`src/rtl/kvc_pkg.sv`:
```
package kvc_pkg;

	// Number of entries the store holds.
	localparam int ENTRIES = 16;
	// Bits that address one entry, and bits that count from zero up to ENTRIES.
	localparam int IDX_W = (ENTRIES > 1) ? $clog2(ENTRIES) : 1;
	localparam int CNT_W = $clog2(ENTRIES + 1);

	// Field widths of the request and the result.
	localparam int KEY_W = 32;
	localparam int VAL_W = 32;
	localparam int USE_W = 32;
	localparam int CAP_W = 5;

	// Configuration register indexes.
	localparam logic [7:0] CFG_CAPACITY = 8'd0;
	localparam logic [7:0] CFG_POLICY   = 8'd1;

	// Request kinds.
	localparam logic ACT_GET = 1'b0;
	localparam logic ACT_PUT = 1'b1;

	// Replacement policies.
	localparam logic POL_LRU = 1'b0;
	localparam logic POL_LFU = 1'b1;

	typedef struct packed {
		logic                    action;
		logic signed [KEY_W-1:0] lookup_key;
		logic signed [VAL_W-1:0] store_value;
	} req_t;

	typedef struct packed {
		logic                    hit;
		logic signed [VAL_W-1:0] read_value;
		logic                    evicted;
	} rsp_t;

	// One stored entry as it sits in the memory.
	typedef struct packed {
		logic [KEY_W-1:0] key;
		logic [VAL_W-1:0] value;
		logic [IDX_W-1:0] pos;
		logic [USE_W-1:0] uses;
	} entry_t;

	typedef enum logic [2:0] {
		ST_IDLE,
		ST_SCAN,
		ST_DECIDE,
		ST_UPDATE,
		ST_FINISH
	} state_t;

endpackage

```
`src/rtl/kvc_ram.sv`:
```
module kvc_ram #(
	parameter int WIDTH = 8,
	parameter int DEPTH = 16
) (
	input  logic                                    clk,
	input  logic                                    we,
	input  logic [((DEPTH > 1) ? $clog2(DEPTH) : 1)-1:0] waddr,
	input  logic [WIDTH-1:0]                        wdata,
	input  logic [((DEPTH > 1) ? $clog2(DEPTH) : 1)-1:0] raddr,
	output logic [WIDTH-1:0]                        rdata
);

	logic [WIDTH-1:0] mem [DEPTH];

	// One write port and one registered read port.
	always_ff @(posedge clk) begin
		if (we) begin
			mem[waddr] <= wdata;
		end
		rdata <= mem[raddr];
	end

endmodule

```
`src/rtl/key_value_cache_lru_lfu.sv`:
```
// Channel   Direction  Handshake            Payload
// in        input      in_valid / in_stall  req_t  (action, lookup_key, store_value)
// out       output     out_valid / out_stall rsp_t (hit, read_value, evicted)
// cfg       input      cfg_valid / cfg_ready cfg_index, cfg_data
//
// A request holds the block from its transfer to the next input transfer, longer when
// the output stalls; a get miss skips the second pass and so holds it for less time.
// One pass over the entry memory finds the key, the victim and a free slot; a second
// pass rewrites positions, counts and the chosen entry, one entry per cycle.
// Reset clears the valid bits, occupancy and registers; the memory needs no clearing.
// The finished result waits in an output register, so a stalled output only holds
// the block once the next request is ready to report.
module key_value_cache_lru_lfu
	import kvc_pkg::*;
(
	input  logic        clk,
	input  logic        arst_n,
	input  logic        in_valid,
	output logic        in_stall,
	input  req_t        in_data,
	output logic        out_valid,
	input  logic        out_stall,
	output rsp_t        out_data,
	input  logic        cfg_valid,
	output logic        cfg_ready,
	input  logic [7:0]  cfg_index,
	input  logic [31:0] cfg_data
);

	state_t state_q, state_d;

	logic [CAP_W-1:0]   capacity_q;
	logic               policy_q;
	logic [ENTRIES-1:0] valid_q;
	logic [CNT_W-1:0]   occ_q;

	// Request being served.
	req_t               req_q;

	// Memory pass control.
	logic [CNT_W-1:0]   cnt_q;
	logic               rd_vld_s1;
	logic [IDX_W-1:0]   rd_idx_s1;
	logic               pass_start;
	logic               pass_done;
	entry_t             rdata;
	entry_t             upd;
	logic               we;

	// Scan results.
	logic               found_q;
	logic [IDX_W-1:0]   fidx_q;
	logic [IDX_W-1:0]   fpos_q;
	logic [VAL_W-1:0]   fval_q;
	logic               vic_vld_q;
	logic [IDX_W-1:0]   vidx_q;
	logic [IDX_W-1:0]   vpos_q;
	logic [USE_W-1:0]   vuses_q;
	logic               free_vld_q;
	logic [IDX_W-1:0]   free_q;

	// Decision.
	logic               ins_q;
	logic               ev_q;
	logic [IDX_W-1:0]   slot_q;
	logic [CNT_W-1:0]   eff_cap;
	logic               fin_go;
	logic               out_valid_q;
	rsp_t               out_q;
	logic               take_vic;

	assign cfg_ready = 1'b1;
	assign in_stall  = (state_q != ST_IDLE);
	assign out_valid = out_valid_q;
	assign out_data  = out_q;
	assign fin_go    = (state_q == ST_FINISH) && (!out_valid_q || !out_stall);
	assign pass_done = (cnt_q == CNT_W'(ENTRIES)) && !rd_vld_s1;

	// Capacity as used: zero counts as one, values above the store size saturate.
	always_comb begin
		if (capacity_q == '0) begin
			eff_cap = CNT_W'(1);
		end else if (32'(capacity_q) > ENTRIES) begin
			eff_cap = CNT_W'(ENTRIES);
		end else begin
			eff_cap = CNT_W'(capacity_q);
		end
	end

	kvc_ram #(
		.WIDTH ($bits(entry_t)),
		.DEPTH (ENTRIES)
	) u_ram (
		.clk   (clk),
		.we    (we),
		.waddr (rd_idx_s1),
		.wdata (upd),
		.raddr (cnt_q[IDX_W-1:0]),
		.rdata (rdata)
	);

	// Configuration writes.
	always_ff @(posedge clk or negedge arst_n) begin
		if (!arst_n) begin
			capacity_q <= CAP_W'(16);
			policy_q   <= POL_LRU;
		end else if (cfg_valid && cfg_ready) begin
			unique case (cfg_index)
				CFG_CAPACITY: capacity_q <= cfg_data[CAP_W-1:0];
				CFG_POLICY:   policy_q   <= cfg_data[0];
				default: ;
			endcase
		end
	end

	// State register.
	always_ff @(posedge clk or negedge arst_n) begin
		if (!arst_n) begin
			state_q <= ST_IDLE;
		end else begin
			state_q <= state_d;
		end
	end

	// Next state.
	always_comb begin
		state_d    = state_q;
		pass_start = 1'b0;
		unique case (state_q)
			ST_IDLE: begin
				if (in_valid) begin
					state_d    = ST_SCAN;
					pass_start = 1'b1;
				end
			end
			ST_SCAN: begin
				if (pass_done) begin
					state_d = ST_DECIDE;
				end
			end
			ST_DECIDE: begin
				if (!found_q && req_q.action == ACT_GET) begin
					state_d = ST_FINISH;
				end else begin
					state_d    = ST_UPDATE;
					pass_start = 1'b1;
				end
			end
			ST_UPDATE: begin
				if (pass_done) begin
					state_d = ST_FINISH;
				end
			end
			ST_FINISH: begin
				if (fin_go) begin
					state_d = ST_IDLE;
				end
			end
			default: state_d = ST_IDLE;
		endcase
	end

	// Address sweep over the memory, shared by both passes.
	always_ff @(posedge clk or negedge arst_n) begin
		if (!arst_n) begin
			cnt_q     <= CNT_W'(ENTRIES);
			rd_vld_s1 <= 1'b0;
		end else begin
			if (pass_start) begin
				cnt_q <= '0;
			end else if (cnt_q != CNT_W'(ENTRIES)) begin
				cnt_q <= cnt_q + CNT_W'(1);
			end
			rd_vld_s1 <= !pass_start && (cnt_q != CNT_W'(ENTRIES));
		end
	end

	always_ff @(posedge clk) begin
		rd_idx_s1 <= cnt_q[IDX_W-1:0];
	end

	// Victim preference for the entry now read.
	always_comb begin
		if (!vic_vld_q) begin
			take_vic = 1'b1;
		end else if (policy_q == POL_LRU) begin
			take_vic = rdata.pos > vpos_q;
		end else begin
			take_vic = (rdata.uses < vuses_q) ||
				(rdata.uses == vuses_q && rdata.pos < vpos_q);
		end
	end

	// Scan pass: key match, victim and first free slot.
	always_ff @(posedge clk or negedge arst_n) begin
		if (!arst_n) begin
			found_q    <= 1'b0;
			vic_vld_q  <= 1'b0;
			free_vld_q <= 1'b0;
		end else if (state_q == ST_IDLE && in_valid) begin
			found_q    <= 1'b0;
			vic_vld_q  <= 1'b0;
			free_vld_q <= 1'b0;
		end else if (state_q == ST_SCAN && rd_vld_s1) begin
			if (valid_q[rd_idx_s1]) begin
				if (!found_q && rdata.key == req_q.lookup_key) begin
					found_q <= 1'b1;
				end
				if (take_vic) begin
					vic_vld_q <= 1'b1;
				end
			end else if (!free_vld_q) begin
				free_vld_q <= 1'b1;
			end
		end
	end

	always_ff @(posedge clk) begin
		if (state_q == ST_IDLE && in_valid) begin
			req_q <= in_data;
		end
		if (state_q == ST_SCAN && rd_vld_s1) begin
			if (valid_q[rd_idx_s1]) begin
				if (!found_q && rdata.key == req_q.lookup_key) begin
					fidx_q <= rd_idx_s1;
					fpos_q <= rdata.pos;
					fval_q <= rdata.value;
				end
				if (take_vic) begin
					vidx_q  <= rd_idx_s1;
					vpos_q  <= rdata.pos;
					vuses_q <= rdata.uses;
				end
			end else if (!free_vld_q) begin
				free_q <= rd_idx_s1;
			end
		end
		if (state_q == ST_DECIDE) begin
			ins_q  <= !found_q && req_q.action == ACT_PUT;
			ev_q   <= !found_q && req_q.action == ACT_PUT && occ_q >= eff_cap;
			slot_q <= (occ_q >= eff_cap) ? vidx_q : free_q;
		end
	end

	// Update pass: rewrite each entry with its new order, count or contents.
	always_comb begin
		upd = rdata;
		if (!ins_q) begin
			if (rd_idx_s1 == fidx_q) begin
				if (req_q.action == ACT_PUT) begin
					upd.value = req_q.store_value;
				end
				if (policy_q == POL_LRU) begin
					upd.pos = '0;
				end else if (rdata.uses != '1) begin
					upd.uses = rdata.uses + USE_W'(1);
				end
			end else if (valid_q[rd_idx_s1] && policy_q == POL_LRU && rdata.pos < fpos_q) begin
				upd.pos = rdata.pos + IDX_W'(1);
			end
		end else begin
			if (rd_idx_s1 == slot_q) begin
				upd.key   = req_q.lookup_key;
				upd.value = req_q.store_value;
				upd.pos   = '0;
				upd.uses  = USE_W'(1);
			end else if (valid_q[rd_idx_s1] && (!ev_q || rdata.pos < vpos_q)) begin
				upd.pos = rdata.pos + IDX_W'(1);
			end
		end
	end

	assign we = (state_q == ST_UPDATE) && rd_vld_s1;

	// Valid bits and occupancy change once the result leaves.
	always_ff @(posedge clk or negedge arst_n) begin
		if (!arst_n) begin
			valid_q <= '0;
			occ_q   <= '0;
		end else if (fin_go && ins_q && found_q == 1'b0 && req_q.action == ACT_PUT) begin
			valid_q[slot_q] <= 1'b1;
			if (!ev_q) begin
				occ_q <= occ_q + CNT_W'(1);
			end
		end
	end

	// Output register.
	always_ff @(posedge clk or negedge arst_n) begin
		if (!arst_n) begin
			out_valid_q <= 1'b0;
		end else if (fin_go) begin
			out_valid_q <= 1'b1;
		end else if (!out_stall) begin
			out_valid_q <= 1'b0;
		end
	end

	always_ff @(posedge clk) begin
		if (fin_go) begin
			out_q.hit        <= found_q;
			out_q.read_value <= (found_q && req_q.action == ACT_GET) ? fval_q : '1;
			out_q.evicted    <= (req_q.action == ACT_PUT) && !found_q && ev_q;
		end
	end

	// The occupancy always matches the number of valid entries.
	assert property (@(posedge clk) disable iff (!arst_n)
		$countones(valid_q) == 32'(occ_q))
		else $error("occupancy does not match valid entries");

	// An eviction only comes with a miss.
	assert property (@(posedge clk) disable iff (!arst_n)
		out_valid |-> !(out_data.hit && out_data.evicted))
		else $error("hit and eviction reported together");

	// A request taken while no request is in progress starts a scan.
	assert property (@(posedge clk) disable iff (!arst_n)
		(in_valid && !in_stall) |=> state_q == ST_SCAN)
		else $error("accepted request did not start a scan");

	// The memory is written only during the update pass.
	assert property (@(posedge clk) disable iff (!arst_n)
		we |-> state_q == ST_UPDATE)
		else $error("memory written outside the update pass");

endmodule
```
`config.mk`:
```
export PLATFORM = sky130hd
export DESIGN_NAME = key_value_cache_lru_lfu
export DESIGN_NICKNAME = d
export VERILOG_FILES = /design/src/rtl/kvc_pkg.sv /design/src/rtl/kvc_ram.sv /design/src/rtl/key_value_cache_lru_lfu.sv
export SDC_FILE = /design/constraint.sdc
export NUM_CORES = 2
export LEC_CHECK = 0
export BUFFER_PORTS_ARGS = -buffer_cell sky130_fd_sc_hd__buf_2
export CAP_MARGIN = 20
export CORE_ASPECT_RATIO = 1.5
export CORE_MARGIN = 5
export CORE_UTILIZATION = 45
export DETAILED_ROUTE_END_ITERATION = 10
export MAX_ROUTING_LAYER = met4
export PLACE_DENSITY_LB_ADDON = 0.05
export SLEW_MARGIN = 20
export SYNTH_ARGS = -nofsm -noshare
export SYNTH_HDL_FRONTEND = slang
export SYNTH_SLANG_ARGS = --single-unit
```
`constraint.sdc`:
```
create_clock -name clk -period 21.9 [get_ports clk]
set_input_delay 0 -clock clk [delete_from_list [all_inputs] [get_ports clk]]
set_output_delay 0 -clock clk [all_outputs]
set_load 0.01 [all_outputs]
```
==> qor.yml <==
run_status:
  status: "finished clean"
routing:
  finalWirelength_um: 175000
  dr.pass1.iters: 5
  ant_nets: 0
  drt_iter0_drc: 2897
  route.detailed.drc: 0
  viasPerCell: 5.76
  num_vias: 33800
  wire_per_inst_um: 29.7
global_route:
  antenna_found_initial: 4
  grt_pass1_wl_um: 254000
  grt_pass1_vias: 36700
  grt_usage: 0.210
  overflow: 0
  grt_max_degree: 139
critical_path:
  rrSetupSlack_ns: 17.71
  crit_end: "fval_q[31]"
  end_kind: "flip-flop"
  cp-startpoint: "req_q[63]"
  r2r-end: "fval_q[31]"
  cp.required_ns: 22.33
  worstSetupPathType: "reg -> reg"
  cp-start-kind: "flip-flop"
  rr_startpoint: "req_q[63]"
  cp_max_fo: 29
  reg2reg_depth: 7
  crit_arrival_ns: 4.62
placed_design:
  portBuffers: 118
  gp_congestion: 0.777
  hpwlAfterDp_um: 84900
  placed_area_mm2: 0.0768
sta:
  hold_viol: 0
  finalSetupTns_ns: 0
  timing.hold.ws_ns: 0.0976
  rsz0062_at_grt: "no"
  setup_viol: 0
  clock.fmax_mhz: 239
  finalCritPeriodShare: 0.191
  finClkSkew_ns: 0.0350
  drv_slew: 0
  slew_headroom: 0.301
  post-route-min-period_ns: 4.19
  worstMarginPinSlew_ns: 1.05
hold_path:
  hold_path.class: "in -> reg"
cts:
  post_cts_buffers: 0
  h-tree-depth: 4
  clkTransAtPathRegs_ns: 0.06
  hold_buffers: 154
  cts_buffer_depth: 3
  tritoncts: "built"
  cts_made_buffers: 181
  cts_resized: 0
  clk_latency_ns: 0.81
  root_buffer: "clkbuf_16"
  clock_sinks: 1933
synth:
  syn_nets: 3354
  synth_area_mm2: 0.0732
  synthFlopType: "edfxtp_1"
  ys_top_cells_by_count: "edfxtp_1 (1789), mux4_2 (502), dfxtp_1 (104)"
  postSynthCellCount: 3195
  yosysTopAreaCell: "edfxtp_1"
  synthArstFlopShare: 0.0207
  avgSynthCellArea_um2: 22.9
  yosysWarnings: 0
  ys_top_cells_by_area: "edfxtp_1 (73%), mux4_2 (15%), dfxtp_1 (2.8%), dfrtp_1 (1.3%), mux2_2 (1.1%)"
  ys_seq_area_frac: 0.776
  synth_most_common_cell: "edfxtp_1"
  yosysUniqueCellTypes: 69
  synth_top_area_share: 0.733
  synth-edff-count: 1789
  synth_seq_cells: 1933
finish:
  drive_gt1_frac: 0.294
  layout.nets: 3761
  stdcell_area_mm2: 0.0842
  syn_to_final_growth_pct: 14.9
  utilization: 0.520
floorplanning:
  initial_core_util: 0.452
  io_pins: 147
  core_mm2: 0.162
  rows: 181
  die_area_mm2: 0.171
  dieWidth_um: 339
  chipHeight_um: 504
flow_run:
  maxCapViolCount: 0
power:
  max-vdd-ir-drop_uv: 89.6
  p_leak_nw: 26.9
  power_density_mw_per_mm2: 130
==> flip-flops by register name (all words and copies together), names as in the netlist, 3 cells and up <==
register,count
fidx_q,4
cnt_q,5
rd_idx_s1,4
valid_q,16
state_q,3
req_q,65
free_q,4
vuses_q,32
fval_q,32
fpos_q,4
capacity_q,5
occ_q,5
vidx_q,4
u_ram.mem,1600
vpos_q,4
u_ram.rdata,100
out_data,34
slot_q,4
==> power by group <==
part	internal [mW]	switching (mW)	leakage, nW
clock	1.70	1.34	2.82
combinational	1.22	1.50	6.65
sequential	4.93	0.273	17.5
==> layout by cell type (no fill, tap or decap), types with 5 or more instances in the layout <==
| cell type | instances |
|---|---|
| dfxtp_1 | 104 |
| clkbuf_16 | 184 |
| o21ai_0 | 16 |
| nor4_1 | 8 |
| o31ai_1 | 13 |
| edfxtp_1 | 1789 |
| inv_1 | 63 |
| mux4_2 | 502 |
| nor3_1 | 19 |
| xnor2_1 | 18 |
| nand2b_1 | 42 |
| a21o_1 | 22 |
| nor2_1 | 26 |
| buf_12 | 9 |
| o21bai_1 | 8 |
| inv_6 | 9 |
| a21oi_1 | 14 |
| buf_4 | 81 |
| nand3_1 | 34 |
| clkinv_1 | 25 |
| nand4_1 | 20 |
| xor2_1 | 30 |
| or4_1 | 5 |
| dfrtp_1 | 34 |
| nor2b_1 | 7 |
| o211ai_1 | 14 |
| dlygate4sd3_1 | 153 |
| clkinv_2 | 32 |
| nand2_1 | 39 |
| buf_2 | 118 |
| ha_1 | 49 |
| nor2_4 | 12 |
| bufinv_16 | 6 |
| nor3_2 | 6 |
| mux2i_2 | 8 |
| clkbuf_8 | 24 |
| clkbuf_1 | 57 |
| mux2_2 | 74 |
==> routing by layer <==
layer	part of all wire	vias to the layer above	GRT usage	routed length, um
met5	0	-	-	0
met4	0.021	0	0.0499	3610
met3	0.045	222	0.0300	7820
met2	0.51	847	0.349	89400
met1	0.42	18500	0.281	73700
li1	-	14200	-	-
==> worst min path at each step <==
stage                startpoint       endpoint  slack (ns)  cells past startpoint
finish                 in_valid        found_q         0.1                      4
global route           in_valid        found_q         0.1                      4
CTS                    in_valid        found_q        0.03                      4
detailed placement  in_data[26]      req_q[26]        0.18                      1
global placement         arst_n     state_q[2]        0.16                      1
floorplan                arst_n  capacity_q[0]       -0.30                      0
==> logic make-up (layout without fill, tap and decap cells) <==
family                   after synthesis  after routing  synth area share
AO/OA/AOI/OAI                        123            123            0.0119
buffers and inverters                203            769            0.0115
other                                  1              3         0.0000512
flip-flops                          1933           1933             0.776
adder cells (fa/ha/maj)               49             49           0.00837
multiplexers                         589            589             0.168
XOR/XNOR                              48             48           0.00574
AND/OR/NAND/NOR                      249            249            0.0186
==> worst max-delay path, cell delays in order (launching register included) <==
cell and delay, ns:
edfxtp_1 0.39, xor2_1 0.25, nor4_1 0.66, nand4_1 0.50, or4_1 0.79, nor3_2 0.27
buf_4 0.31, buf_4 0.56
==> stage by stage <==
step	std cells	setup slack [ns]	power, mW
2_1_floorplan	3195	13.23	7.15
3_3_place_gp	5367	17.65	7.92
3_5_place_dp	5367	17.63	8.02
4_1_cts	5863	17.61	11.1
5_1_grt	5867	17.45	11.5
6_report	5867	17.71	11.0
==> cell type report <==
cell class                      count  area (um^2)
Clock buffer                      265         5150
Fill cell                       12600        77700
Antenna cell                        2         5.00
Sequential cell                  1933        56800
Inverter                           65          248
Clock inverter                     77          581
Tap cell                         2104         2630
Timing Repair Buffer              362         2920
Multi-Input combinational cell   1059        15800
No activity file was read; power rests on OpenSTA's default activity.
